**config.mk**
```make
export PLATFORM = sky130hd
export DESIGN_NAME = ppps_front
export DESIGN_NICKNAME = d
export VERILOG_FILES = /design/src/design/ppps_pkg.sv /design/src/design/ppps_front.sv
export SDC_FILE = /design/constraint.sdc
export NUM_CORES = 1
export LEC_CHECK = 0
export ABC_AREA = 1
export BUFFER_PORTS_ARGS = -buffer_cell sky130_fd_sc_hd__buf_2
export CORE_AREA = 2 2 285 287
export DETAILED_ROUTE_END_ITERATION = 10
export DIE_AREA = 0 0 287 289
export PLACE_DENSITY = 0.41
export SLEW_MARGIN = 20
export SYNTH_ARGS = -nofsm -noshare
export SYNTH_HDL_FRONTEND = slang
export SYNTH_SLANG_ARGS = --single-unit
```
**constraint.sdc**
```tcl
create_clock -name clk -period 14.64 [get_ports clk]
set_clock_uncertainty 0.05 [all_clocks]
set_input_delay 4.392 -clock clk [delete_from_list [all_inputs] [get_ports clk]]
set_output_delay 4.392 -clock clk [all_outputs]
set_load 0.05 [all_outputs]
```
**src/design/ppps_pkg.sv**
```systemverilog
// Shared types and constants of the pentagon prism particle selector.
// Used by every module of the block; depends on nothing.

package ppps_pkg;

  // configuration port
  localparam int CFG_IDX_W = 4;
  localparam int CFG_DATA_W = 64;

  localparam logic [CFG_IDX_W-1:0] CFG_CENTRE_X = 4'd0;
  localparam logic [CFG_IDX_W-1:0] CFG_CENTRE_Y = 4'd1;
  localparam logic [CFG_IDX_W-1:0] CFG_CENTRE_Z = 4'd2;
  localparam logic [CFG_IDX_W-1:0] CFG_TRIG = 4'd3;
  localparam logic [CFG_IDX_W-1:0] CFG_BOUND_RSQ = 4'd4;
  localparam logic [CFG_IDX_W-1:0] CFG_HALF_THICK = 4'd5;
  localparam logic [CFG_IDX_W-1:0] CFG_CIRC_RADIUS = 4'd6;
  localparam logic [CFG_IDX_W-1:0] CFG_WANTED_TYPE = 4'd7;

  // pentagon constants, Q.16
  localparam int K_D_INT1 = 55748;
  localparam int K_SLOPE1 = 21294;
  localparam int K_SLOPE2 = 90203;
  localparam int K_SIN54 = 53020;
  localparam int K_COS72 = 20252;

  // datapath widths
  localparam int CW = 24;        // centre, thickness, radius
  localparam int TYPE_W = 8;
  localparam int BRSQ_W = 48;
  localparam int TW = 16;        // Q1.14 trig term
  localparam int RW = 18;        // rounded product term
  localparam int HTW = 38;       // half thickness at raw * 2^14
  localparam int DCW = 55;       // circumradius terms at raw * 2^30
  localparam int DQW = 25;       // position difference once in range
  localparam int SQW = 48;       // one squared difference
  localparam int RSQW = 50;      // squared distance
  localparam int PRW = 43;       // rounded term times difference
  localparam int PTW = 41;       // trig term times difference
  localparam int DX1W = 43;
  localparam int DY1W = 42;
  localparam int DZ1W = 43;
  localparam int EW = 60;        // in-plane comparisons at raw * 2^30

  localparam logic signed [EW-1:0] K_SLOPE1_E = EW'(K_SLOPE1);
  localparam logic signed [EW-1:0] K_SLOPE2_E = EW'(K_SLOPE2);

  // queue between front and back
  localparam int Q_DEPTH = 4;
  localparam int Q_AW = 2;

  typedef struct packed {
    logic [CW-1:0] centre_x;
    logic [CW-1:0] centre_y;
    logic [CW-1:0] centre_z;
    logic [TYPE_W-1:0] wanted_type;
    logic [BRSQ_W-1:0] bound_radius_sq;
    logic [HTW-1:0] ht14;
    logic signed [TW-1:0] ct;
    logic signed [TW-1:0] st;
    logic signed [TW-1:0] cp;
    logic signed [TW-1:0] sp;
    logic signed [RW-1:0] r00;
    logic signed [RW-1:0] r01;
    logic signed [RW-1:0] r20;
    logic signed [RW-1:0] r21;
    logic [DCW-1:0] d_lo;
    logic [DCW-1:0] d_mid;
    logic [DCW-1:0] d_top;
    logic [DCW-1:0] d_e1;
    logic [DCW-1:0] d_e2;
  } cfg_t;

  typedef struct packed {
    logic live;
    logic signed [DQW-1:0] dx;
    logic signed [DQW-1:0] dy;
    logic signed [DQW-1:0] dz;
  } q_entry_t;

endpackage

```
**src/design/ppps_front.sv**
```systemverilog
// Front end: takes a particle beat, forms the offsets from the centre and
// marks particles that fail the type or range test. Depends on ppps_pkg.

module ppps_front import ppps_pkg::*; #(
  parameter int COORD_BITS = 24
) (
  input  logic                  clk,
  input  logic                  rst_n,
  input  cfg_t                  cfg,
  input  logic                  in_valid,
  output logic                  in_ready,
  input  logic [COORD_BITS-1:0] in_pos_x,
  input  logic [COORD_BITS-1:0] in_pos_y,
  input  logic [COORD_BITS-1:0] in_pos_z,
  input  logic [TYPE_W-1:0]     in_particle_type,
  output logic                  push_valid,
  input  logic                  push_ready,
  output q_entry_t              push_entry
);

  localparam int DW = ((COORD_BITS > CW) ? COORD_BITS : CW) + 2;
  localparam logic signed [DW-1:0] LIM = DW'(1) << CW;
  localparam logic signed [DW-1:0] NEG_LIM = -LIM;

  logic f_valid_r;
  logic [COORD_BITS-1:0] pos_x_r, pos_y_r, pos_z_r;
  logic [TYPE_W-1:0] type_r;

  logic signed [DW-1:0] dx, dy, dz;
  logic far_x, far_y, far_z;

  assign in_ready = !f_valid_r || push_ready;

  always_ff @(posedge clk) begin
    if (!rst_n) begin
      f_valid_r <= 1'b0;
    end else if (in_ready) begin
      f_valid_r <= in_valid;
    end
  end

  always_ff @(posedge clk) begin
    if (in_valid && in_ready) begin
      pos_x_r <= in_pos_x;
      pos_y_r <= in_pos_y;
      pos_z_r <= in_pos_z;
      type_r <= in_particle_type;
    end
  end

  assign dx = $signed({1'b0, (DW-1)'(pos_x_r)}) - $signed({1'b0, (DW-1)'(cfg.centre_x)});
  assign dy = $signed({1'b0, (DW-1)'(pos_y_r)}) - $signed({1'b0, (DW-1)'(cfg.centre_y)});
  assign dz = $signed({1'b0, (DW-1)'(pos_z_r)}) - $signed({1'b0, (DW-1)'(cfg.centre_z)});

  // outside every sphere the radius register can express
  assign far_x = (dx >= LIM) || (dx <= NEG_LIM);
  assign far_y = (dy >= LIM) || (dy <= NEG_LIM);
  assign far_z = (dz >= LIM) || (dz <= NEG_LIM);

  assign push_valid = f_valid_r;

  always_comb begin
    push_entry.live = (type_r == cfg.wanted_type) && !far_x && !far_y && !far_z;
    push_entry.dx = dx[DQW-1:0];
    push_entry.dy = dy[DQW-1:0];
    push_entry.dz = dz[DQW-1:0];
  end

endmodule

```
# Word-level counts from Yosys, hierarchy flattened
# Index checks and enable logic that the tools add are counted.
[word_totals] reg_bits=81 in_bits=661 out_inout_bits=78 elab_cells=27
[op_classes] n_reduce_logical=12 addsub=3 eq_ne=1 n_lt_le_gt_ge=6
[ops] cell="greater-or-equal comparator 25 x 26 -> 1 bit (second input constant)" count=3
[ops] cell="less-or-equal comparator 25 bit (second input constant)" count=3
[ops] cell="subtractor 24 x 24 -> 25 bit" count=3
[ops] cell="equality test 8 bit" count=1
[ops] cell="logical AND 1 bit" count=4
[ops] cell="logical NOT 1 bit" count=4
[ops] cell="logical OR 1 bit" count=4

# Longest topological paths before layout
[logic_depth] word_depth=7 ltp_mapped=19

# Worst setup path before layout
# No wires, ideal clock.
[synth_timing] path_kind="input to output" startpoint="input cfg[529] in the netlist's numbering" endpoint="output push_entry[75] in the netlist's numbering" n_path_buf=0 required_time_ns=10.198 setup_slack_ns=3.081 t_arrival_ns=7.117 path_stages=13 cell_sequence="ha_1 fa_1 xnor2_1 nor2_1 nand3_1 nor2_1 nand2_1 nor2_1 nand2_1 nor2_1 nand4_1 nand3_1 nor2_1"
[synth_lines] element="start, declared" line="ppps_front.sv:9" rtl="input cfg_t cfg,"
[synth_lines] element="end, declared" line="ppps_front.sv:18" rtl="output q_entry_t push_entry"

==> reports/results.ini <==
[place]
postPlaceCellArea_um2 = 10600
place_congestion = 0.847
dp_hpwl_um = 33700
io_buffer_count = 241

[finish]
multiInputGateArea_um2 = 4480
area_growth_pct = 35.9
layout_commonest_cell = nand2_1
drive_gt1_share_pct = 18.4
fillers = 9418
fin_area_um2 = 11000
layout.nets = 2238
seq_area_um2 = 2420
mostFrequentLayoutCells = nand2_1 (411), inv_1 (310), buf_2 (241)

[timing]
finalHoldViolations = 0
max_freq_mhz = 84.6
final-setup-viol-count = 0
worst_pin_slew_ns = 0.761
fin_crit_sh_pct = 80.8
fin_tns_setup_ns = 0
maxSlewViolCount = 0
relSlewSlack_pct = 49.3
period_needed_ns = 11.82
rsz0062_at_grt = false

[setup_path]
critPathMaxFanout = 4
crit_family = simple AND/OR/NAND/NOR gates
crit_path_frequent_cell = nor2_1
rrSetupSlack_ns = 12.61
reg2reg_to = pos_y_r[9]
worstReg2RegStart = push_valid
critPathLaunchType = primary input
cp_num_buf_inv = 3
cp_num_cells = 15
ff2ff_path_depth = 2
critPathArrivalTime_ns = 7.38
cp_cell_sequence = buf_2 -> ha_1 -> fa_1 -> inv_1 -> nand3_1 -> nand2_1 -> xnor2_1 -> nand2_1 -> nor2_1 -> nand4_1 -> nor2_1 -> nand3_1 -> nor3_2 -> nor2_1 -> buf_2
critPathKind = in2out
worstSetupEndpointType = primary output
crit_required_ns = 10.20
cpPeakStageDelay_ns = 0.43
cp_slowest_cell = fa_1

[clock_network]
ctsResizeCount = 0
worstSkewPairLatency_ns = 0.38
cts_hold_buf = 0
cts_made_buffers = 9
htree_levels = 3
root_buffer = clkbuf_16
cts_setup_buffers = 0
cts_tree = done
path_clk_slew_ns = 0.07
cts_sinks = 81
cts_buffer_depth = 2

[floorplan]
start_util_pct = 10.1
die_x_um = 287
top_level_ports = 739
rows = 104
die_area_um2 = 82900
core_area_um2 = 79900
die_h_um = 289

[status]
status = finished clean

[detailed_routing]
vias = 8479
ant_nets = 0
vias_per_cell = 3.30
drtIter0Drc = 360
wl_um = 37500
drt_pass1_iterations = 5
drcViolationCount = 0
detail_route.wl_per_cell_um = 14.6

[grt]
antenna_found_initial = 38
grt_max_degree = 48
grt_pass1_wl_um = 53400
grt_pass1_vias = 8511
grt_usage_pct = 9.01
overflow = 0

[power_and_ir_drop]
power.leakage_uw = 0.00576
pwr_density_cell_nw_per_um2 = 91.9
finalPower_uw = 1010
vdd_ir_drop_max_mv = 0.0497

[synthesis]
async_reset_ff_share_pct = 0
synth-edff-count = 80
synth-main-ff-cell = edfxtp_1
synth_area_um2 = 8060
yosysSeqAreaShare_pct = 30.0
synth_area_per_cell_um2 = 6.46
netlist-cell-type-count = 35
syn-instance-count = 1249
syn_nets = 1985
synth-warning-count = 0
synth_seq_cells = 81

[hold_path]
whs_path_depth = 2
holdPathEnd = push_valid
min_from = push_valid
hold_path.class = reg2reg

[job]
drv_cap = 0

## flip-flops by register name, indices dropped and copies added (netlist names)
name and flops:
push_valid 1, pos_y_r 24, pos_z_r 24, pos_x_r 24, type_r 8
## how the worst max path moves through the flow
stage / from / to / slack (ns)
finish: cfg[505] / push_entry[75] / 2.82
global route: cfg[529] / push_entry[75] / 2.55
CTS: cfg[505] / push_entry[75] / 2.73
detailed placement: cfg[505] / push_entry[75] / 2.74
global placement: cfg[505] / push_entry[75] / 2.74
floorplan: cfg[529] / push_entry[75] / 3.08
## tightest hold or removal path, stage by stage (launching register included)
cell	delay, ns
dfxtp_1	0.36
nand2_1	0.09
a21boi_0	0.07
## report_power, final
part / internal (uW) / total, uW / switching [uW]
clock network: 149 / 258 / 109
logic: 125 / 473 / 348
registers: 271 / 276 / 5.02
total: 545 / 1010 / 462
## through the flow
step,hold slack [ns],utilization [%],std cells,setup WS [ns]
floorplan,1.06,-,1249,3.08
CTS,0.507,13.7,2566,2.73
global placement,0.489,13.3,2550,2.74
detailed placement,0.493,13.3,2551,2.74
global route,0.544,13.7,2566,2.55
finish,0.513,13.7,2571,2.82
## cells in the mapped netlist (2+ instances only)
cell type,n,area [um^2]
nand2_1,411,1540
inv_1,310,1160
nor2_1,99,372
edfxtp_1,80,2400
ha_1,72,901
nand3_1,72,360
a21oi_1,60,300
nand3b_1,25,188
o21ai_0,23,115
nand4_1,18,113
nor3_1,16,80.1
nand2_2,9,56.3
xnor2_1,9,78.8
xor2_1,8,70.1
nor2_2,4,25.0
o21bai_1,4,30.0
a31oi_1,3,18.8
fa_1,3,60.1
o31ai_1,3,22.5
a21oi_2,2,17.5
and2_1,2,12.5
nor3_2,2,20.0
nor4_1,2,12.5
## layer usage
layer | vias to the layer above | part of all wire [%] | track usage, % | wire length [um]
met3 | 73 | 11 | 4.24 | 3950
met5 | - | 0.70 | 0 | 263
li1 | 4405 | - | - | -
met4 | 42 | 2.7 | 3.37 | 1030
met1 | 3726 | 41 | 10.2 | 15400
met2 | 233 | 45 | 14.7 | 16800
## layout make-up
cell class	count	area share, %
antenna	5	0.114
tap	1060	12.1
timing repair buffer	243	11.3
multi-input combinational	857	40.9
clock buffer	10	2.09
clock inverter	5	0.742
sequential	81	22.1
inverter	310	10.6
## cell families (layout without fill, tap and decap cells)
kind of cell | count (synthesis) | after routing | share of synthesized area, %
compound gates | 101 | 101 | 6.81
xor+xnor | 17 | 17 | 1.85
fa+ha+maj | 75 | 75 | 11.9
buf+inv | 311 | 568 | 14.5
flops | 81 | 81 | 30.0
other cells | 0 | 5 | 0
simple gates | 664 | 664 | 34.9
Note: power is estimated with default switching activity, not from simulation.
