File: src/design/ppps_pkg.sv
// Shared types and constants of the pentagon prism particle selector.
// Used by every module of the block; depends on nothing.

package ppps_pkg;

  // configuration port
  localparam int CFG_IDX_W = 4;
  localparam int CFG_DATA_W = 64;

  localparam logic [CFG_IDX_W-1:0] CFG_CENTRE_X = 4'd0;
  localparam logic [CFG_IDX_W-1:0] CFG_CENTRE_Y = 4'd1;
  localparam logic [CFG_IDX_W-1:0] CFG_CENTRE_Z = 4'd2;
  localparam logic [CFG_IDX_W-1:0] CFG_TRIG = 4'd3;
  localparam logic [CFG_IDX_W-1:0] CFG_BOUND_RSQ = 4'd4;
  localparam logic [CFG_IDX_W-1:0] CFG_HALF_THICK = 4'd5;
  localparam logic [CFG_IDX_W-1:0] CFG_CIRC_RADIUS = 4'd6;
  localparam logic [CFG_IDX_W-1:0] CFG_WANTED_TYPE = 4'd7;

  // pentagon constants, Q.16
  localparam int K_D_INT1 = 55748;
  localparam int K_SLOPE1 = 21294;
  localparam int K_SLOPE2 = 90203;
  localparam int K_SIN54 = 53020;
  localparam int K_COS72 = 20252;

  // datapath widths
  localparam int CW = 24;        // centre, thickness, radius
  localparam int TYPE_W = 8;
  localparam int BRSQ_W = 48;
  localparam int TW = 16;        // Q1.14 trig term
  localparam int RW = 18;        // rounded product term
  localparam int HTW = 38;       // half thickness at raw * 2^14
  localparam int DCW = 55;       // circumradius terms at raw * 2^30
  localparam int DQW = 25;       // position difference once in range
  localparam int SQW = 48;       // one squared difference
  localparam int RSQW = 50;      // squared distance
  localparam int PRW = 43;       // rounded term times difference
  localparam int PTW = 41;       // trig term times difference
  localparam int DX1W = 43;
  localparam int DY1W = 42;
  localparam int DZ1W = 43;
  localparam int EW = 60;        // in-plane comparisons at raw * 2^30

  localparam logic signed [EW-1:0] K_SLOPE1_E = EW'(K_SLOPE1);
  localparam logic signed [EW-1:0] K_SLOPE2_E = EW'(K_SLOPE2);

  // queue between front and back
  localparam int Q_DEPTH = 4;
  localparam int Q_AW = 2;

  typedef struct packed {
    logic [CW-1:0] centre_x;
    logic [CW-1:0] centre_y;
    logic [CW-1:0] centre_z;
    logic [TYPE_W-1:0] wanted_type;
    logic [BRSQ_W-1:0] bound_radius_sq;
    logic [HTW-1:0] ht14;
    logic signed [TW-1:0] ct;
    logic signed [TW-1:0] st;
    logic signed [TW-1:0] cp;
    logic signed [TW-1:0] sp;
    logic signed [RW-1:0] r00;
    logic signed [RW-1:0] r01;
    logic signed [RW-1:0] r20;
    logic signed [RW-1:0] r21;
    logic [DCW-1:0] d_lo;
    logic [DCW-1:0] d_mid;
    logic [DCW-1:0] d_top;
    logic [DCW-1:0] d_e1;
    logic [DCW-1:0] d_e2;
  } cfg_t;

  typedef struct packed {
    logic live;
    logic signed [DQW-1:0] dx;
    logic signed [DQW-1:0] dy;
    logic signed [DQW-1:0] dz;
  } q_entry_t;

endpackage

File: src/design/ppps_cfg.sv
// Configuration registers and the terms derived from them.
// Depends on ppps_pkg; derived terms are registered from the written values.

module ppps_cfg import ppps_pkg::*; (
  input  logic                  clk,
  input  logic                  rst_n,
  input  logic                  cfg_valid,
  output logic                  cfg_ready,
  input  logic [CFG_IDX_W-1:0]  cfg_index,
  input  logic [CFG_DATA_W-1:0] cfg_data,
  output cfg_t                  cfg
);

  logic [CW-1:0] centre_x_r, centre_y_r, centre_z_r;
  logic [63:0] trig_r;
  logic [BRSQ_W-1:0] brsq_r;
  logic [CW-1:0] half_thick_r, circ_r;
  logic [TYPE_W-1:0] wanted_type_r;

  logic signed [RW-1:0] r00_r, r01_r, r20_r, r21_r;
  logic signed [RW-1:0] r00_nxt, r01_nxt, r20_nxt, r21_nxt;
  logic [DCW-1:0] d_lo_r, d_mid_r, d_top_r, d_e1_r, d_e2_r;

  logic signed [TW-1:0] ct, st, cp, sp;
  logic signed [2*TW-1:0] m00, m01, m20, m21;
  logic signed [2*TW:0] t00, t01, t20, t21;

  assign cfg_ready = 1'b1;

  always_ff @(posedge clk) begin
    if (!rst_n) begin
      centre_x_r <= '0;
      centre_y_r <= '0;
      centre_z_r <= '0;
      trig_r <= '0;
      brsq_r <= '0;
      half_thick_r <= '0;
      circ_r <= '0;
      wanted_type_r <= '0;
    end else if (cfg_valid) begin
      unique case (cfg_index)
        CFG_CENTRE_X:    centre_x_r <= cfg_data[CW-1:0];
        CFG_CENTRE_Y:    centre_y_r <= cfg_data[CW-1:0];
        CFG_CENTRE_Z:    centre_z_r <= cfg_data[CW-1:0];
        CFG_TRIG:        trig_r <= cfg_data;
        CFG_BOUND_RSQ:   brsq_r <= cfg_data[BRSQ_W-1:0];
        CFG_HALF_THICK:  half_thick_r <= cfg_data[CW-1:0];
        CFG_CIRC_RADIUS: circ_r <= cfg_data[CW-1:0];
        CFG_WANTED_TYPE: wanted_type_r <= cfg_data[TYPE_W-1:0];
        default: ;
      endcase
    end
  end

  assign ct = trig_r[15:0];
  assign st = trig_r[31:16];
  assign cp = trig_r[47:32];
  assign sp = trig_r[63:48];

  // Q.28 products rounded half up to Q.14
  assign m00 = (2*TW)'(ct) * (2*TW)'(cp);
  assign m01 = (2*TW)'(ct) * (2*TW)'(sp);
  assign m20 = (2*TW)'(st) * (2*TW)'(cp);
  assign m21 = (2*TW)'(st) * (2*TW)'(sp);
  assign t00 = (2*TW+1)'(m00) + (2*TW+1)'(8192);
  assign t01 = (2*TW+1)'(m01) + (2*TW+1)'(8192);
  assign t20 = (2*TW+1)'(m20) + (2*TW+1)'(8192);
  assign t21 = (2*TW+1)'(m21) + (2*TW+1)'(8192);
  assign r00_nxt = t00[2*TW-1:14];
  assign r01_nxt = t01[2*TW-1:14];
  assign r20_nxt = t20[2*TW-1:14];
  assign r21_nxt = t21[2*TW-1:14];

  always_ff @(posedge clk) begin
    if (!rst_n) begin
      r00_r <= '0;
      r01_r <= '0;
      r20_r <= '0;
      r21_r <= '0;
      d_lo_r <= '0;
      d_mid_r <= '0;
      d_top_r <= '0;
      d_e1_r <= '0;
      d_e2_r <= '0;
    end else begin
      r00_r <= r00_nxt;
      r01_r <= r01_nxt;
      r20_r <= r20_nxt;
      r21_r <= r21_nxt;
      d_lo_r <= (DCW'(circ_r) * DCW'(K_SIN54)) << 14;
      d_mid_r <= (DCW'(circ_r) * DCW'(K_COS72)) << 14;
      d_top_r <= DCW'(circ_r) << 30;
      d_e1_r <= (DCW'(circ_r) * DCW'(K_D_INT1)) << 14;
      d_e2_r <= (DCW'(circ_r) * DCW'(K_SLOPE2)) << 14;
    end
  end

  always_comb begin
    cfg.centre_x = centre_x_r;
    cfg.centre_y = centre_y_r;
    cfg.centre_z = centre_z_r;
    cfg.wanted_type = wanted_type_r;
    cfg.bound_radius_sq = brsq_r;
    cfg.ht14 = {half_thick_r, 14'b0};
    cfg.ct = ct;
    cfg.st = st;
    cfg.cp = cp;
    cfg.sp = sp;
    cfg.r00 = r00_r;
    cfg.r01 = r01_r;
    cfg.r20 = r20_r;
    cfg.r21 = r21_r;
    cfg.d_lo = d_lo_r;
    cfg.d_mid = d_mid_r;
    cfg.d_top = d_top_r;
    cfg.d_e1 = d_e1_r;
    cfg.d_e2 = d_e2_r;
  end

endmodule

File: config.mk
export PLATFORM = sky130hd
export DESIGN_NAME = ppps_cfg
export DESIGN_NICKNAME = d
export VERILOG_FILES = /design/src/design/ppps_pkg.sv /design/src/design/ppps_cfg.sv
export SDC_FILE = /design/constraint.sdc
export NUM_CORES = 2
export LEC_CHECK = 0
export BUFFER_PORTS_ARGS = -buffer_cell sky130_fd_sc_hd__buf_4
export CORE_MARGIN = 2
export CORE_UTILIZATION = 60
export CTS_BUF_LIST = sky130_fd_sc_hd__clkbuf_8
export CTS_CLUSTER_DIAMETER = 100
export DETAILED_ROUTE_END_ITERATION = 12
export PLACE_DENSITY = 0.8
export SKIP_LAST_GASP = 1
export SYNTH_ARGS = -nofsm -noshare
export SYNTH_HDL_FRONTEND = slang
export SYNTH_SLANG_ARGS = --single-unit
File: constraint.sdc
create_clock -name clk -period 7.4 [get_ports clk]
set_input_delay 0.74 -clock clk [delete_from_list [all_inputs] [get_ports clk]]
set_output_delay 0.74 -clock clk [all_outputs]
set_load 0.1 [all_outputs]
## Yosys cells after proc, flatten, opt, wreduce, memory -nomap -nowiden

Index checks and enable logic that the tools add are counted.

| word-level totals | value |
|---|---|
| bits in registers | 587 |
| input port bits | 71 |
| output and inout bits | 578 |
| word-level logic and storage cells | 50 |

| cells by class | value |
|---|---|
| add/subtract/negate cells | 4 |
| $mul | 8 |
| equal/unequal tests | 7 |
| reduce and logical (&&, ||, !) cells | 9 |

Operators by type and width:

| cell | number |
|---|---|
| $add 32x15->32 const B | 4 |
| $mul 16x16->32 | 4 |
| $mul 24x14->38 const B | 2 |
| $mul 24x17->41 const B | 1 |
| $mul 24x13->37 const B | 1 |
| $eq 4x3->1 const B | 4 |
| $reduce_and 2->1 | 8 |
| $eq 4x2->1 const B | 2 |
| $eq 4x1->1 const B | 1 |
| $logic_not 4->1 | 1 |

## Logic depth before layout (Yosys ltp)

| logic depth | value |
|---|---|
| depth in word-level cells | 2 |
| depth in mapped cells | 25 |
| mapped depth without buffers | 23 |

## Worst setup path after synthesis

No wires, ideal clock.

| path | value |
|---|---|
| kind | register to register |
| from | reg trig_r[11] |
| to | reg r00_r[15] |
| library setup time | 0.078 ns |
| arrival | 6.972 ns |
| required time | 7.322 ns |
| path slack | 0.350 ns |
| cell stages (with the launch flop) | 23 |
| buffers on the path | 1 |
| period minus slack after synthesis | 7.050 ns |
| cell sequence | dfxtp_1 > clkbuf_1 > nand2_1 > fa_1 > fa_1 > fa_1 > inv_1 > fa_1 > fa_1 > inv_1 > fa_1 > inv_1 > ha_1 > a211oi_1 > nand2_1 > a2111o_1 > a22o_1 > a2111o_1 > a211oi_2 > nor2_1 > and2_1 > o21a_1 > nor3_1 |

| on the way | value |
|---|---|
| word-level cells in the longest chain between the ends | 2 |

RTL lines:

| item | line | RTL |
|---|---|---|
| from (decl) | ppps_cfg.sv:15 | `logic [63:0] trig_r;` |
| from (signal assigned) | ppps_cfg.sv:45 | `CFG_TRIG: trig_r <= cfg_data;` |
| $mul 16x16->32 | ppps_cfg.sv:61 | `assign m00 = (2*TW)'(ct) * (2*TW)'(cp);` |
| $add 32x15->32 | ppps_cfg.sv:65 | `assign t00 = (2*TW+1)'(m00) + (2*TW+1)'(8192);` |
| to (signal assigned) | ppps_cfg.sv:86 | `r00_r <= r00_nxt;` |
| to (decl) | ppps_cfg.sv:20 | `logic signed [RW-1:0] r00_r, r01_r, r20_r, r21_r;` |

Every way passes these cells.
A chain may end at the register's enable or synchronous reset.

## Worst setup path after layout

| path | value |
|---|---|
| from | reg trig_r[49] |
| to | reg r01_r[16] |

| on the way | value |
|---|---|
| word-level cells in the longest chain between the ends | 2 |

RTL lines:

| item | line | RTL |
|---|---|---|
| $mul 16x16->32 | ppps_cfg.sv:62 | `assign m01 = (2*TW)'(ct) * (2*TW)'(sp);` |
| $add 32x15->32 | ppps_cfg.sv:66 | `assign t01 = (2*TW+1)'(m01) + (2*TW+1)'(8192);` |
| to (signal assigned) | ppps_cfg.sv:87 | `r01_r <= r01_nxt;` |
| to (decl) | ppps_cfg.sv:20 |  |

Every way passes these cells.

==> metrics.txt <==
final standard cell utilization of the core=66.7%; combined flip-flop and latch cell area=9590 sq um; net load switching power=roughly 2.6 mW; sequential fraction of the synthesis area=between 10% and 20%; layout cell share with drive strength beyond 1=between 10% and 20%; CP most frequent cell=sky130_fd_sc_hd__fa_1; HPWL after DPL=181000 um; FF-to-FF setup slack=about 0.35 ns; worst flop-to-flop path startpoint=trig_r[49]; transition at the pin with the smallest max-transition slack=1.29 ns; count of input and output buffers=536; static leakage=about 45 nW; switching power share of the total=36.1%; cells on worst reg2reg path=19; overall die width=~360 um; highest-count cells in the layout ignoring fill and taps=1864 x sky130_fd_sc_hd__inv_1, 1545 x sky130_fd_sc_hd__fa_1, 1025 x sky130_fd_sc_hd__nand2_1; launching element type of the critical path=register; DRT Wirelength=approximately 220000 um; post-place setup slack=0.479 ns; multi-input gate area in the final layout=between 50000 and 60000 sq um; synthesis-to-layout area growth=10.7%; number of maximum-capacitance constraint violations=0; Hold EP=trig_r[58]; data arrival time of the critical path=7.79 ns; count of flip-flops with a built-in enable after synthesis=0; Power, Total=7.17 mW; number of DRC violations after detailed-routing iteration 0=4426; Post-Synthesis Cell Area=75500 sq um; Bufs and invs on worst path=2; antenna-violating nets left=0; IR Drop Worst-Case VDD=between 0.15 and 0.2 mV; number of standard cells in the final layout excluding fillers=a little over 10000; num ports=~650; average wire per standard cell=21.6 um; Yosys cell types=66; hold_sp=cfg_data[58]; leading register cell type out of synthesis=sky130_fd_sc_hd__dfxtp_1; post-CTS setup buffer count=0; number of nets in the final layout=11000; standard cell with the maximum stage delay on the critical path=sky130_fd_sc_hd__dfxtp_1; Required @ worst endpoint=8.14 ns; slew margin rel.=13.8%; P_int=4.58 mW; clock power share=between 40% and 50%; cell family with most CP delay=adder cells; clock network latency to the later pin of the worst-skew pair=0.84 ns; antenna violations before repair=12; vias per cell=5.55; overall overflow remaining after global route=0; buffer depth of the longest clock path=3; wire length of the first global-routing pass=346000 um; total negative slack=0 ns; # H-tree levels=3; post-layout min period=7.05 ns; kind of capture point of the worst setup path=register; root buffer cell=sky130_fd_sc_hd__clkbuf_8; Inst Count DP=10200; largest stage delay on the critical path=0.89 ns; vias after detailed routing=between 50000 and 60000; power share of the sequential group=37.3%; cell area after placement=a little over 80000 sq um; vias in the first global route=61900; capture instance of the worst register-to-register path=r01_r[16]; post-route clock skew=0.0918 ns; peak clock frequency supported by timing=142 MHz; Final GP Congestion=1.05; area of the placeable core=about 130000 sq um; Detailed Routing Iterations Pass 1=6; part of the power in combinational logic=21.5%; kind of critical path=reg -> reg; largest net degree at the start of global routing=137; crit path max fanout=14; outcome=complete, no violations; Cell Pwr Density=85.7 nW/um^2; clock tree from TritonCTS=built; commonest non-fill, non-tap cell in the layout=sky130_fd_sc_hd__inv_1; GRT Resource Usage Total=35.6%; count of final hold-check violations=0; CP cell instances=buf_4 > nand2_1 > fa_1 > fa_1 > fa_1 > fa_1 > inv_1 > fa_1 > fa_1 > ha_1 > a21o_1 > a21o_1 > a21oi_1 > o21bai_1 > o21ai_0 > a21oi_1 > o31a_1 > o21a_1 > nor3_1; area of the die=129000 sq um; Chip Height=between 300 and 400 um; cell area after layout=between 80000 and 90000 sq um; final worst path period share=95.3%; Post-route DRC=0; final count of negative-setup-slack endpoints=0; post-route worst hold slack=approximately 0.17 ns; synthesis-stage register bit count=roughly 480; row cnt=130; Yosys warning count=0; starting density of the core=60.3%; setup repair after global routing missed its margin=false; post-synthesis async set-or-reset flop share=0%; clk slew on worst S/H paths=0.06 ns; post-synthesis cell count=8116; WHS Path Cells=3; synthesized area per cell=9.30 sq um; fill cell instance count of the final layout=9804; Final Max Slew Viols=0; total clock sinks=479; path class of the lowest-slack min-delay path=in -> reg; number of buffers created by CTS=90; worst setup margin=0.347 ns
==> worst register-to-register path, stage by stage (launching register included) <==
cell and delay, ns:
sky130_fd_sc_hd__dfxtp_1 0.89, sky130_fd_sc_hd__buf_4 0.34, sky130_fd_sc_hd__nand2_1 0.11, sky130_fd_sc_hd__fa_1 0.52, sky130_fd_sc_hd__fa_1 0.58, sky130_fd_sc_hd__fa_1 0.45
sky130_fd_sc_hd__fa_1 0.55, sky130_fd_sc_hd__inv_1 0.05, sky130_fd_sc_hd__fa_1 0.49, sky130_fd_sc_hd__fa_1 0.43, sky130_fd_sc_hd__ha_1 0.33, sky130_fd_sc_hd__a21o_1 0.19
sky130_fd_sc_hd__a21o_1 0.17, sky130_fd_sc_hd__a21oi_1 0.36, sky130_fd_sc_hd__o21bai_1 0.17, sky130_fd_sc_hd__o21ai_0 0.43, sky130_fd_sc_hd__a21oi_1 0.24, sky130_fd_sc_hd__o31a_1 0.36
sky130_fd_sc_hd__o21a_1 0.17, sky130_fd_sc_hd__nor3_1 0.13
==> what timing repair did <==
| action | in CTS | in global routing |
|---|---|---|
| resized for setup | 0 | 1 |
| hold buffers | 0 | 0 |
| setup endpoints to repair | 0 | 1 |
==> registers in the layout, indices dropped and copies added, names as in the netlist <==
register / cells
centre_z_r: 24
wanted_type_r: 8
d_e1_r: 34
d_e2_r: 39
centre_y_r: 24
circ_r: 24
centre_x_r: 24
r00_r: 18
d_top_r: 23
half_thick_r: 24
d_mid_r: 33
trig_r: 64
r21_r: 18
r01_r: 18
brsq_r: 48
r20_r: 18
d_lo_r: 38
==> cells by family after synthesis <==
kind of cell / synth area share, %
adder cells (fa/ha/maj): 54.2
multiplexers: 0.172
AND/OR/NAND/NOR: 12.8
other: 0.00995
XOR/XNOR: 2.17
buffers and inverters: 11.9
AO/OA/AOI/OAI: 6.03
flip-flops: 12.7
==> power groups by stage <==
stage	combinational (mW)	sequential (mW)	clock, mW
global placement	1.50	2.73	0
detailed placement	1.52	2.73	0
CTS	1.53	2.67	2.99
floorplan	0.787	3.09	0
global route	1.62	2.68	3.09
finish	1.54	2.67	2.95
==> Yosys cell counts, types with 5 or more instances <==
cell / number / area share, %
sky130_fd_sc_hd__inv_1: 1839 / 9.1
sky130_fd_sc_hd__fa_1: 1545 / 41
sky130_fd_sc_hd__nand2_1: 1025 / 5.1
sky130_fd_sc_hd__ha_1: 795 / 13
sky130_fd_sc_hd__and2_1: 517 / 4.3
sky130_fd_sc_hd__dfxtp_1: 479 / 13
sky130_fd_sc_hd__a21oi_1: 378 / 2.5
sky130_fd_sc_hd__clkbuf_1: 293 / 1.5
sky130_fd_sc_hd__nor2_1: 273 / 1.4
sky130_fd_sc_hd__buf_4: 128 / 1.3
sky130_fd_sc_hd__xnor2_1: 117 / 1.4
sky130_fd_sc_hd__o21ai_0: 79 / 0.52
sky130_fd_sc_hd__xor2_1: 70 / 0.81
sky130_fd_sc_hd__a21o_1: 67 / 0.67
sky130_fd_sc_hd__nor3_1: 65 / 0.43
sky130_fd_sc_hd__nand2b_1: 48 / 0.40
sky130_fd_sc_hd__o21a_1: 45 / 0.45
sky130_fd_sc_hd__a211oi_1: 40 / 0.40
sky130_fd_sc_hd__nand3_1: 37 / 0.25
sky130_fd_sc_hd__a31oi_1: 22 / 0.18
sky130_fd_sc_hd__and3_1: 22 / 0.18
sky130_fd_sc_hd__nor2b_1: 21 / 0.17
sky130_fd_sc_hd__o21bai_1: 21 / 0.21
sky130_fd_sc_hd__o211ai_1: 16 / 0.16
sky130_fd_sc_hd__nand4_1: 14 / 0.12
sky130_fd_sc_hd__or3_1: 14 / 0.12
sky130_fd_sc_hd__mux2i_1: 13 / 0.17
sky130_fd_sc_hd__nor3b_1: 11 / 0.11
sky130_fd_sc_hd__o2111ai_1: 10 / 0.12
sky130_fd_sc_hd__or2_2: 9 / 0.075
sky130_fd_sc_hd__nor4_1: 8 / 0.066
sky130_fd_sc_hd__a31o_2: 7 / 0.081
sky130_fd_sc_hd__and4_1: 7 / 0.081
sky130_fd_sc_hd__a21boi_0: 6 / 0.060
sky130_fd_sc_hd__o31ai_1: 6 / 0.060
sky130_fd_sc_hd__a2111oi_0: 5 / 0.058
sky130_fd_sc_hd__a221oi_1: 5 / 0.058
sky130_fd_sc_hd__nand3b_1: 5 / 0.050
sky130_fd_sc_hd__o31a_1: 5 / 0.058
==> cell type report <==
cell class	instances	share of cell area, %
multi-input combinational	5483	68.6
clock buffer	109	1.79
clock inverter	55	0.596
inverter	1839	8.27
antenna	7	0.0210
timing repair buffer	737	6.77
sequential	479	11.5
tap	1650	2.47
==> per-layer routing <==
metal | part of all wire, % | vias to the layer above | wire length, um | track usage [%]
met5 | 0.046 | - | 102 | 0
met4 | 6.0 | 16 | 13500 | 18.6
met3 | 9.9 | 724 | 22100 | 9.07
met2 | 47 | 2755 | 105000 | 57.7
met1 | 37 | 28800 | 82600 | 44.0
li1 | - | 25200 | - | -
==> worst max-delay path by stage <==
| stage | start | to | slack, ns | depth (start not counted) |
|---|---|---|---|---|
| detailed placement | trig_r[49] | r01_r[16] | 0.48 | 19 |
| global route | trig_r[49] | r01_r[16] | 0.08 | 21 |
| floorplan | trig_r[11] | r00_r[15] | 0.35 | 22 |
| finish | trig_r[49] | r01_r[16] | 0.35 | 19 |
| global placement | trig_r[20] | r20_r[17] | 0.61 | 21 |
| CTS | trig_r[49] | r01_r[16] | 0.47 | 19 |
No activity file was read; power rests on OpenSTA's default activity.
