===== src/design/ppps_pkg.sv =====
// Shared types and constants of the pentagon prism particle selector.
// Used by every module of the block; depends on nothing.

package ppps_pkg;

  // configuration port
  localparam int CFG_IDX_W = 4;
  localparam int CFG_DATA_W = 64;

  localparam logic [CFG_IDX_W-1:0] CFG_CENTRE_X = 4'd0;
  localparam logic [CFG_IDX_W-1:0] CFG_CENTRE_Y = 4'd1;
  localparam logic [CFG_IDX_W-1:0] CFG_CENTRE_Z = 4'd2;
  localparam logic [CFG_IDX_W-1:0] CFG_TRIG = 4'd3;
  localparam logic [CFG_IDX_W-1:0] CFG_BOUND_RSQ = 4'd4;
  localparam logic [CFG_IDX_W-1:0] CFG_HALF_THICK = 4'd5;
  localparam logic [CFG_IDX_W-1:0] CFG_CIRC_RADIUS = 4'd6;
  localparam logic [CFG_IDX_W-1:0] CFG_WANTED_TYPE = 4'd7;

  // pentagon constants, Q.16
  localparam int K_D_INT1 = 55748;
  localparam int K_SLOPE1 = 21294;
  localparam int K_SLOPE2 = 90203;
  localparam int K_SIN54 = 53020;
  localparam int K_COS72 = 20252;

  // datapath widths
  localparam int CW = 24;        // centre, thickness, radius
  localparam int TYPE_W = 8;
  localparam int BRSQ_W = 48;
  localparam int TW = 16;        // Q1.14 trig term
  localparam int RW = 18;        // rounded product term
  localparam int HTW = 38;       // half thickness at raw * 2^14
  localparam int DCW = 55;       // circumradius terms at raw * 2^30
  localparam int DQW = 25;       // position difference once in range
  localparam int SQW = 48;       // one squared difference
  localparam int RSQW = 50;      // squared distance
  localparam int PRW = 43;       // rounded term times difference
  localparam int PTW = 41;       // trig term times difference
  localparam int DX1W = 43;
  localparam int DY1W = 42;
  localparam int DZ1W = 43;
  localparam int EW = 60;        // in-plane comparisons at raw * 2^30

  localparam logic signed [EW-1:0] K_SLOPE1_E = EW'(K_SLOPE1);
  localparam logic signed [EW-1:0] K_SLOPE2_E = EW'(K_SLOPE2);

  // queue between front and back
  localparam int Q_DEPTH = 4;
  localparam int Q_AW = 2;

  typedef struct packed {
    logic [CW-1:0] centre_x;
    logic [CW-1:0] centre_y;
    logic [CW-1:0] centre_z;
    logic [TYPE_W-1:0] wanted_type;
    logic [BRSQ_W-1:0] bound_radius_sq;
    logic [HTW-1:0] ht14;
    logic signed [TW-1:0] ct;
    logic signed [TW-1:0] st;
    logic signed [TW-1:0] cp;
    logic signed [TW-1:0] sp;
    logic signed [RW-1:0] r00;
    logic signed [RW-1:0] r01;
    logic signed [RW-1:0] r20;
    logic signed [RW-1:0] r21;
    logic [DCW-1:0] d_lo;
    logic [DCW-1:0] d_mid;
    logic [DCW-1:0] d_top;
    logic [DCW-1:0] d_e1;
    logic [DCW-1:0] d_e2;
  } cfg_t;

  typedef struct packed {
    logic live;
    logic signed [DQW-1:0] dx;
    logic signed [DQW-1:0] dy;
    logic signed [DQW-1:0] dz;
  } q_entry_t;

endpackage


===== src/design/ppps_queue.sv =====
// Short queue that decouples the front end from the back-end pipeline.
// Depends on ppps_pkg for the entry type and depth.

module ppps_queue import ppps_pkg::*; (
  input  logic     clk,
  input  logic     rst_n,
  input  logic     push_valid,
  output logic     push_ready,
  input  q_entry_t push_entry,
  output logic     pop_valid,
  input  logic     pop_ready,
  output q_entry_t pop_entry
);

  q_entry_t slot_r [Q_DEPTH];
  logic [Q_AW-1:0] wr_ptr_r, rd_ptr_r;
  logic [Q_AW:0] count_r, count_nxt;
  logic push, pop;

  assign push_ready = (count_r != (Q_AW+1)'(Q_DEPTH));
  assign pop_valid = (count_r != '0);
  assign push = push_valid && push_ready;
  assign pop = pop_valid && pop_ready;
  assign pop_entry = slot_r[rd_ptr_r];

  always_comb begin
    count_nxt = count_r;
    if (push && !pop) begin
      count_nxt = count_r + 1'b1;
    end else if (pop && !push) begin
      count_nxt = count_r - 1'b1;
    end
  end

  always_ff @(posedge clk) begin
    if (!rst_n) begin
      wr_ptr_r <= '0;
      rd_ptr_r <= '0;
      count_r <= '0;
    end else begin
      if (push) begin
        wr_ptr_r <= wr_ptr_r + 1'b1;
      end
      if (pop) begin
        rd_ptr_r <= rd_ptr_r + 1'b1;
      end
      count_r <= count_nxt;
    end
  end

  always_ff @(posedge clk) begin
    if (push) begin
      slot_r[wr_ptr_r] <= push_entry;
    end
  end

  a_count_bound: assert property (@(posedge clk) disable iff (!rst_n)
    count_r <= (Q_AW+1)'(Q_DEPTH))
    else $error("queue fill count beyond depth");

  a_count_up: assert property (@(posedge clk) disable iff (!rst_n)
    (push && !pop) |=> (count_r == $past(count_r) + 1'b1))
    else $error("queue count missed a push");

  a_ptr_gap: assert property (@(posedge clk) disable iff (!rst_n)
    (count_r != '0 && count_r != (Q_AW+1)'(Q_DEPTH)) |-> (wr_ptr_r != rd_ptr_r))
    else $error("queue pointers disagree with fill count");

endmodule


===== config.mk =====
export PLATFORM = sky130hd
export DESIGN_NAME = ppps_queue
export DESIGN_NICKNAME = d
export VERILOG_FILES = /design/src/design/ppps_pkg.sv /design/src/design/ppps_queue.sv
export SDC_FILE = /design/constraint.sdc
export NUM_CORES = 1
export LEC_CHECK = 0
export ABC_AREA = 1
export ABC_CLOCK_PERIOD_IN_PS = 9000
export BUFFER_PORTS_ARGS = -buffer_cell sky130_fd_sc_hd__buf_4
export CAP_MARGIN = 0
export CORE_ASPECT_RATIO = 0.8
export CORE_MARGIN = 2
export CORE_UTILIZATION = 50
export CTS_BUF_LIST = sky130_fd_sc_hd__clkbuf_2 sky130_fd_sc_hd__clkbuf_4 sky130_fd_sc_hd__clkbuf_8
export CTS_CLUSTER_DIAMETER = 30
export CTS_CLUSTER_SIZE = 30
export DETAILED_ROUTE_END_ITERATION = 8
export GPL_TIMING_DRIVEN = 1
export PLACE_DENSITY = 0.73
export SYNTH_ARGS = -nofsm -noshare
export SYNTH_HDL_FRONTEND = slang
export SYNTH_SLANG_ARGS = --single-unit

===== constraint.sdc =====
create_clock -name clk -period 9 [get_ports clk]
set_clock_uncertainty 0.15 [all_clocks]
set_input_delay 1.8 -clock clk [delete_from_list [all_inputs] [get_ports clk]]
set_output_delay 1.8 -clock clk [all_outputs]
set_load 0.05 [all_outputs]

Yosys cells after proc, flatten, opt, wreduce, memory -nomap -nowiden
Memories as Yosys holds them, arrays and structs flattened. A register that Yosys moved wholly into a read port is not among the register bits.
Index checks and enable logic that the tools add are counted.

cells by class
  add/sub/neg operators = 4
  multiply operators = 0
  divide/modulo/power cells = 0
  $lt $le $gt $ge = 0
  equal/unequal tests = 1
  shift-type cells = 0
  multiplexer cells = 6
  bitwise gates (word level) = 0
  reductions and logical operators = 8

operators with widths
  cell                                              count
  two-way mux 3 bit                                 2
  adder 2 x 1 -> 2 bit, second input constant       2
  logical AND 1 bit                                 4
  two-way mux 2 bit                                 2
  adder 3 x 1 -> 3 bit, second input constant       1
  inequality test 3 bit, second input constant      1
  nonzero test 3 bit                                1
  subtractor 3 x 1 -> 3 bit, second input constant  1
  logical NOT 1 bit                                 2
  two-way mux 1 bit                                 2
  nonzero test 2 bit                                1

storage, ports and cells
  bits in registers = 7
  bits in latches = 0
  bits in writable memories = 304
  bits in read-only memories = 0
  input bits = 80
  output and inout port bits = 78
  logic and storage cells = 23
  memories = 1

memories
  name    words  bits a word  read ports  clocked after memory_dff  wr ports  RTL line          RTL
  slot_r  4      76           1           1                         1         ppps_queue.sv:15  q_entry_t slot_r [Q_DEPTH];

Longest topological paths before layout
Gate-level depths: netlist of the first run.

  word-level depth = 6
  depth in mapped cells = 13

Worst setup path after synthesis of the first run
OpenSTA, ideal clock, no wires.

  kind = input to register
  from = input push_valid
  to = memory slot_r[0][0] in the netlist's numbering (enable)
  library setup time = 0.511 ns
  arrival time = 5.116 ns
  required time = 8.339 ns
  path slack = 3.223 ns
  stages on the path = 2
  buffers on the path = 0
  path through = nand2_1 -> nor2_1

between the ends
  longest elaborated chain between the ends = 3

ends and longest elaborated chain
  item                                     RTL line          RTL
  start, declared                          ppps_queue.sv:7   input logic push_valid,
  logical AND 1 bit                        ppps_queue.sv:22  assign push = push_valid && push_ready;
  two-way mux 1 bit                        ppps_queue.sv:52  if (push) begin
  two-way mux 1 bit (not written as such)  ppps_queue.sv:53  slot_r[wr_ptr_r] <= push_entry;
  end, declared                            ppps_queue.sv:15

Every way passes these cells.

==> results.md, run 1 <==
- TritonCTS clock tree: yes
- Met3 Resource Use GR: 0.05734
- Post-route cell area: approximately 14,000 sq um
- Clock sinks: between 300 and 400
- Mapped Area: 11,880 sq um
- # nets final: between 1,000 and 1,500
- Commonest non-fill, non-tap cells in the layout: edfxtp_1 (304), buf_4 (164), o21ai_0 (149), nor2_1 (146), o22ai_1 (71)
- Syn nets: ~890
- RSZ-0062 raised after global routing: no
- Top-area cell type share of the netlist area: 0.7686
- Die H: between 100 and 150 um
- Slew headroom: 0.2887
- Commonest non-fill, non-tap cell in the layout: edfxtp_1
- Worst Tran Pin Value: approximately 1.1 ns
- GRT busiest layer: met2
- Area Overhead vs Synth: 19.92%
- Number of antenna violations at the first check in global routing: 1
- First-pass GRT wire length: around 37,000 um
- Overall power consumption: approximately 4700 uW
- Max Fclk: 182.9 MHz
- Post-synthesis cell type count: 25
- Largest net degree at the start of global routing: between 150 and 200
- Global route total overflow: 0
- Final core occ: 0.6103
- Hold slack: 0.3500 ns
- Status: completed
- Clock Latency Late Sink: 0.55 ns
- Die width: between 150 and 200 um
- Mean post-synth cell area: ~15 sq um
- Hold WC Path Type: reg -> reg
- Resized cells post-CTS: 0
- Met1 usage: 0.2617
- Worst setup EP type: output pin
- LEAKAGE: between 0.004 and 0.005 uW
- Vias in the first global route: just under 7,000
- Leading area contributor after synthesis: edfxtp_1
- CTS root buffer: clkbuf_8
- CTS max path bufs: 3
- Hold Fails Final Rpt: 0
- Die Area: 25,010 sq um
- Post-CTS Setup Bufs: 0
- Wire length per cell: around 18 um
- Via density: approximately 5.4
- Routed Antenna Nets: 0
- GPL Wtd Cong: between 0.7 and 0.8
- Crit path DAT: 3.52 ns
- Peak supply drop: 0.2641 mV
- Core area: ~23,000 sq um
- Drt drc: 0
- Mapped Cells: about 800
- YS warnings: 0
- CP Data Required Time: 7.05 ns
- Cell Area, Placed: 13,160 sq um
- Vias: about 7,100
- Met2 usage: 0.3032
- Pins Over Slew Limit: 0
- Final setup violation count: 0
- Setup TNS: 0 ns
- Clk slew on worst S/H paths: ~0.070 ns
- Fin crit period: between 5 and 6 ns
- H-tree depth: 2
- Sequential element share of the synthesized area: 0.7838
- # IOs: between 150 and 200
- CP max FO: between 150 and 200
- Fraction of layout cells with a size suffix above 1: 0.2749
- Number of DRC markers in iteration 0: around 650
- Row cnt: 50
- Max-Cap Viols: 0
- Drt pass-1 iters: 5
- Crit share post-route: 0.6074
- Yosys reg bits: between 300 and 400
- Port bufs: roughly 160
- All-Layer GR Usage: 0.1917
- DP HPWL: approximately 13,000 um
- Power density of the placed cells: about 330 nW/um^2
- Critical path launch point type: register
- CTS Hold Buffers Added: 0
- WS Path Type: reg -> out
- Initial Util: 0.5090
- Final wirelength: 24,300 um
- Largest cells by area after synthesis: edfxtp_1 (77%), o21ai_0 (6.3%), nor2_1 (4.7%)
- Cts bufs inserted: 47
synthesized netlist by cell type:
cell type,instances
o22ai_2,5
nand2_1,15
buf_2,8
inv_8,1
buf_8,7
a21oi_1,3
inv_2,1
fa_1,1
ha_1,5
o21ai_0,149
xor2_1,1
clkbuf_1,13
nor2_2,16
nand3b_1,1
nand3_1,4
clkbuf_2,7
buf_12,2
buf_6,4
buf_4,8
edfxtp_1,304
o22ai_1,71
inv_1,14
nor2_1,150
dfxtp_1,9
o21ai_1,4
report_power, final:
group | switching (uW) | internal [uW] | leakage, uW
Sequential | 68.1 | 1770 | 0.00286
Combinational | 1130 | 395 | 0.00159
Clock | 571 | 731 | 0.000542
stage by stage:
step | std cells | setup slack [ns]
after CTS | 1316 | 3.568
after detailed placement | 1230 | 4.214
after global placement | 1230 | 4.288
after global routing | 1316 | 3.337
after floorplan | 803 | 3.223
final | 1317 | 3.533
registers in the layout, summed over array words and instances, names as in the netlist, named ones only:
signal    cells
wr_ptr_r      2
count_r       3
slot_r      304
rd_ptr_r      2
worst paths after layout:
kind / start / end / slack [ns] / cells past startpoint
setup / recovery: register / pop_entry[12] / 3.53 / 5
hold / removal: rd_ptr_r[1] / register / 0.35 / 2
setup reg to reg: count_r[0] / slot_r[1][70] / 6.06 / 5
hold reg to reg: rd_ptr_r[1] / register / 0.35 / 2
metal layers:
| metal | part of all wire | routed length (um) |
|---|---|---|
| met4 | 0.013 | 306 |
| met5 | 0 | 0 |
| met2 | 0.47 | 11340 |
| met1 | 0.44 | 10690 |
| met3 | 0.081 | 1967 |
kinds of logic (layout without fill, tap and decap cells):
kind of cell    Yosys count  count (layout)  synth area share
other cells               0               1                 0
xor+xnor                  1               1         0.0007376
compound gates          232             232            0.1084
fa+ha+maj                 6               6          0.006953
flops                   313             313            0.7838
buf+inv                  65             266           0.03719
simple gates            186             186           0.06290
cell type report:
type,instances,area [sq um]
multi-input cells,425,2156
clock inverters,35,404.1
clock buffers,51,676.9
inverters,16,67.56
diodes,1,2.502
fillers,1757,9092
well taps,312,390.4
flip-flops and latches,313,9314
repair buffers,164,1231
critical path: stages, from the launching register on:
cell and delay, ns:
dfxtp_4 0.83, buf_4 0.72, inv_8 0.44, o21ai_0 0.34, o22ai_1 0.14, buf_4 0.21
Note: power is estimated with default switching activity, not from simulation.
==> run 2, diff against run 1 <==
- ABC_CLOCK_PERIOD_IN_PS: 9000 -> 5600
- clock period: 9 -> 5.6 ns (I/O delays scaled with it)
==> results.md, run 2 (synthesis results as in run 1) <==
- CTS Hold Buffers Added: 0 (unchanged)
- Power density of the placed cells: 541.9 nW/um^2 (+65%)
- All-Layer GR Usage: 0.1923 (+0.0005955)
- Number of DRC markers in iteration 0: 576 (-11%)
- Die H: 141.9 um (unchanged)
- Commonest non-fill, non-tap cells in the layout: edfxtp_1 (304), buf_4 (165), o21ai_0 (149), nor2_1 (146), o22ai_1 (71)
- Multi-input logic area: 2156 sq um (unchanged)
- Worst setup EP type: output pin
- Clock Latency Late Sink: 0.55 ns (about the same)
- Vias in the first global route: 6,905 (+0.17%)
- Peak supply drop: 0.3014 mV (+14%)
- Routed Antenna Nets: 0 (unchanged)
- Register area: 9314 sq um (unchanged)
- Die Area: 25,010 sq um (unchanged)
- Biggest regs: slot_r x304, count_r x3
- H-tree depth: 2 (unchanged)
- CP max FO: 152 (unchanged)
- Setup TNS: 0 ns (unchanged)
- RSZ-0062 raised after global routing: no
- Drt drc: 0 (unchanged)
- Crit share post-route: 0.7525
- # IOs: 158 (unchanged)
- Cts bufs inserted: 49 (+4.3%)
- Fin crit period: about 4.2 ns
- Die width: 176.3 um (unchanged)
- Pins Over Slew Limit: 0 (unchanged)
- Core area: 23,330 sq um (unchanged)
- Critical path launch point type: register
- Max reg flops: 304 (unchanged)
- Vias: 7,053 (-0.30%)
- Hold WC Path Type: reg -> reg
- Clk slew on worst S/H paths: 0.06 ns (about the same)
- Post-CTS Setup Bufs: 0 (unchanged)
- CTS max path bufs: 3 (unchanged)
- Port bufs: 157 (unchanged)
- Overall power consumption: 7855 uW (+68%)
- Layout fillers: 1,774 (+0.97%)
- LEAKAGE: 0.005132 uW (+2.7%)
- Worst path slowest cell: dfxtp_4
- First-pass GRT wire length: 37,020 um (-0.20%)
- Largest delay contributor family on the critical path: flip-flops
- Fraction of layout cells with a size suffix above 1: 0.2823 (+0.007429)
- Status: completed
- Number of antenna violations at the first check in global routing: 0 (-1)
- Area Overhead vs Synth: 22.05%
- # nets final: 1,058 (+0.47%)
- Max Fclk: between 200 and 250 MHz
- Commonest non-fill, non-tap cell in the layout: edfxtp_1
- Final setup violation count: 0 (unchanged)
- Worst Tran Pin Value: 1.104 ns (+0.03744 ns)
- CTS root buffer: clkbuf_8
- Drt pass-1 iters: 5 (unchanged)
- TritonCTS clock tree: yes
- Largest Register: slot_r
- Hold Fails Final Rpt: 0 (unchanged)
- Row cnt: 50 (unchanged)
- Largest net degree at the start of global routing: 153 (unchanged)
- Resized cells post-CTS: 0 (unchanged)
- WS Path Type: reg -> out
- Via density: 5.323 (-0.90%)
- Max-Cap Viols: 0 (unchanged)
- Worst slack, placed: 1.958 ns (-2.256 ns)
- Wire length per cell: 18.26 um (-1.0%)
- Critical path buffer and inverter count: 2 (-1)
- GPL Wtd Cong: 0.7287 (-0.94%)
- Crit path DAT: 2.94 ns (-0.58 ns)
- DP HPWL: 13,160 um (+3.3%)
- Cell Area, Placed: 13,210 sq um (+0.36%)
- CP Data Required Time: 4.33 ns (-2.72 ns)
- Global route total overflow: 0 (unchanged)
- Final wirelength: 24,200 um (-0.43%)
- CP cell instances: inv_8, o21ai_0, o22ai_1, buf_4
- Initial Util: 0.5090 (unchanged)
- Slew headroom: 0.2620 (-0.02671)
- Worst path max stage delay: 0.96 ns (+0.13 ns)
- Clock sinks: 313 (unchanged)
- Worst setup margin: 1.386 ns (-2.148 ns)
- Post-route cell area: 14,500 sq um (+1.8%)
- ANT cells: 0 (-1)
run 2: cell types whose count changed in the layout (fill, tap and decap cells not counted), sizes merged:
cell,delta
buf,+3
bufinv,+6
clkbuf,+12
clkinv,-7
clkinvlp,-3
diode,-1
inv,-2
run 2: area by class of cell:
cell class	instances	share of cell area
Sequential cell	313	0.6426
Clock buffer	63	0.05507
Inverter	16	0.004661
Timing Repair Buffer	167	0.08822
Multi-Input combinational cell	425	0.1487
Clock inverter	29	0.03384
Tap cell	312	0.02693
run 2: worst paths after layout:
check | startpoint | to | slack, ns | cells past startpoint
min | rd_ptr_r[1] | register | 0.35 | 2
max | register | pop_entry[35] | 1.39 | 4
min reg2reg | rd_ptr_r[1] | register | 0.35 | 2
max reg2reg | count_r[0] | slot_r[0][24] | 2.93 | 5
run 2: worst min-delay path: cells and delay by family (launching register included):
kind / cells / cell delay, ns
flops: 1 / 0.32
compound gates: 1 / 0.07
simple gates: 1 / 0.07
run 2: layer usage:
layer / wire [um] / vias to the layer above / global-route usage / part of all wire
li1: - / 3352 / - / -
met1: 10690 / 3446 / 0.2676 / 0.44
met2: 11120 / 231 / 0.2958 / 0.46
met3: 2116 / 24 / 0.05975 / 0.087
met4: 277 / 0 / 0.05394 / 0.011
met5: 0 / - / 0 / 0
run 2: report_power, final:
group	internal, uW	switching (uW)
clock network	1550	886
logic	647	1800
registers	2850	124
run 2: through the flow:
| step | utilization | hold slack, ns | cells |
|---|---|---|---|
| floorplan | - | 0.3148 | 803 |
| global placement | 0.5660 | 0.3331 | 1233 |
| detailed placement | 0.5660 | 0.3539 | 1233 |
| CTS | 0.6212 | 0.3609 | 1325 |
| global route | 0.6212 | 0.4046 | 1325 |
| finish | 0.6212 | 0.3536 | 1325 |
==> run 3, diff against run 2 <==
- ABC_CLOCK_PERIOD_IN_PS: 5600 -> 3410
- PLACE_DENSITY: 0.73 -> 0.75
- clock period: 5.6 -> 3.41 ns (I/O delays scaled with it)
==> results.md, run 3 (synthesis results as in run 1) <==
- First-pass GRT wire length: 37,370 um (+0.95%)
- Hold path start: push_entry[53]
- CP max FO: 84 (-45%)
- Crit share post-route: 0.8937
- Number of DRC markers in iteration 0: 527 (-8.5%)
- Cell mode on critical path: buf_4
- Fraction of layout cells with a size suffix above 1: 0.2813 (-0.0009872)
- Cell Area, Placed: 13,260 sq um (+0.40%)
- Combinational share of power: 0.327 (+0.016)
- Status: completed
- Fin crit period: 3.047 ns
- Hold depth: 1 (-1)
- Switch share: 0.3690 (+0.01156)
- Power density of the placed cells: 873.2 nW/um^2 (+61%)
- CTS max path bufs: 3 (unchanged)
- Largest net degree at the start of global routing: 153 (unchanged)
- # IOs: 158 (unchanged)
- CP cell instances: inv_8, buf_4, o21ai_0, o22ai_1, buf_4
- Via density: 5.311 (-0.23%)
- Internal Power: 7955 uW (+58%)
- GPL Wtd Cong: 0.7363 (+1.0%)
- Critical path launch point type: register
- Worst path slowest cell: dfxtp_4
- LEAKAGE: 0.005085 uW (-0.91%)
- Die H: 141.9 um (unchanged)
- Max-Cap Viols: 0 (unchanged)
- Final wirelength: 24,330 um (+0.54%)
- CP Data Required Time: 2.58 ns (-1.75 ns)
- Clk slew on worst S/H paths: 0.07 ns (about the same)
- Routed Antenna Nets: 0 (unchanged)
- Worst r2r dst: count_r[1]
- Slew headroom: 0.5218 (+0.2598)
- Worst setup EP type: output pin
- Hold slack: 0.1685 ns (-0.1851 ns)
- Post-CTS Setup Bufs: 0 (unchanged)
- Wire length per cell: 18.35 um (+0.46%)
- Commonest non-fill, non-tap cell in the layout: edfxtp_1
- Cells after DPL: 1,235 (+0.16%)
- Drt drc: 0 (unchanged)
- Initial Util: 0.5090 (unchanged)
- WS Path Type: reg -> out
- TritonCTS clock tree: yes
- Max reg flops: 304 (unchanged)
- Clock sinks: 313 (unchanged)
- Hold WC Path Type: in -> reg
- H-tree depth: 2 (unchanged)
- Peak supply drop: 0.5790 mV (+92%)
- Die Area: 25,010 sq um (unchanged)
- DP HPWL: 12,970 um (-1.5%)
- Global route total overflow: 0 (unchanged)
- Biggest regs: slot_r x304, count_r x3
- Number of antenna violations at the first check in global routing: 1 (+1)
- Area Overhead vs Synth: 21.57%
- Post-route cell area: 14,440 sq um (-0.40%)
- All-Layer GR Usage: 0.1942 (+0.001947)
- Reg-to-Reg Start: count_r[0]
- Worst path max stage delay: 0.37 ns (-0.59 ns)
- Core area: 23,330 sq um (unchanged)
- Worst setup margin: 0.3625 ns (-1.023 ns)
- Worst Tran Pin Value: 0.7173 ns (-0.3871 ns)
- Row cnt: 50 (unchanged)
- Largest Register: slot_r
- Vias: 7,042 (-0.16%)
- Port bufs: 157 (unchanged)
- Clock Power Share: 0.293 (-0.017)
- Commonest non-fill, non-tap cells in the layout: edfxtp_1 (304), buf_4 (164), o21ai_0 (149), nor2_1 (146), o22ai_1 (71)
- Die width: 176.3 um (unchanged)
- Crit path DAT: 2.22 ns (-0.72 ns)
- RSZ-0062 raised after global routing: no
- FF-to-FF path depth: 9 (+4)
- # nets final: 1,060 (+0.19%)
- CTS root buffer: clkbuf_8
- Max Fclk: around 330 MHz
- CTS Hold Buffers Added: 0 (unchanged)
- Resized cells post-CTS: 0 (unchanged)
- Drt pass-1 iters: 5 (unchanged)
- Worst slack, placed: 0.9229 ns (-1.035 ns)
- Final core occ: 0.6187 (-0.002467)
- Final setup violation count: 0 (unchanged)
- Pins Over Slew Limit: 0 (unchanged)
- Min-Delay Endpoint: slot_r[2][53]
- Cts bufs inserted: 49 (unchanged)
- Reg2reg setup slack: 1.12 ns (-1.81 ns)
- Clock Latency Late Sink: 0.56 ns (about the same)
- Finished Layout Cells: 1,326 (+0.075%)
- Sequential power share: 0.379 (about the same)
- Net switching power: 4652 uW (+66%)
- Vias in the first global route: 7,014 (+1.6%)
- Hold Fails Final Rpt: 0 (unchanged)
-- run 3: changes by cell type in the layout (fill, tap and decap cells not counted), moves of 3 or more --
cell / before / now
clkbuf_4: 11 / 7
clkinvlp_4: 3 / 7
bufinv_16: 13 / 9
buf_12: 2 / 5
-- run 3: final cells by class --
cell class	count	area (sq um)
diodes	1	2.502
clock buffers	58	754.5
clock inverters	32	421.7
fillers	1760	8897
inverters	16	67.56
multi-input cells	425	2156
flip-flops and latches	313	9314
well taps	312	390.4
repair buffers	169	1331
-- run 3: how the worst max path moves through the flow --
| stage | slack (ns) | from | endpoint | cells after the start |
|---|---|---|---|---|
| 3_5_place_dp | 0.92 | register | pop_entry[71] | 5 |
| 4_1_cts | 0.30 | register | pop_entry[71] | 5 |
| 6_report | 0.36 | register | pop_entry[71] | 5 |
| 3_3_place_gp | 0.94 | register | pop_entry[71] | 5 |
| 5_1_grt | 0.20 | register | pop_entry[29] | 5 |
| 2_1_floorplan | -0.28 | count_r[0] | slot_r[0][0] | 4 |
-- run 3: critical path: cells and delay by family (launching register included) --
family                 cells  cell delay (ns)
flip-flops                 1             0.37
buffers and inverters      3             0.93
AO/OA/AOI/OAI              2             0.31
-- run 3: power groups by stage --
stage	Clock, uW	Combinational, uW	Sequential [uW]
finish	3700	4120	4780
global route	3940	4410	4820
CTS	3780	4170	4780
detailed placement	0	4160	4860
global placement	0	4120	4850
floorplan	0	3020	4850
-- run 3: layer usage --
metal | up-vias | part of all wire | GRT usage
met1 | 3418 | 0.44 | 0.2657
met3 | 48 | 0.081 | 0.05815
met2 | 219 | 0.46 | 0.3003
met5 | - | 0 | 0
met4 | 0 | 0.020 | 0.06525
li1 | 3357 | - | -
-- run 3: through the flow --
stage,total power [uW],setup TNS (ns)
floorplan,7869,-85.32
CTS,12730,0
finish,12610,0
detailed placement,9025,0
global placement,8969,0
global route,13160,0
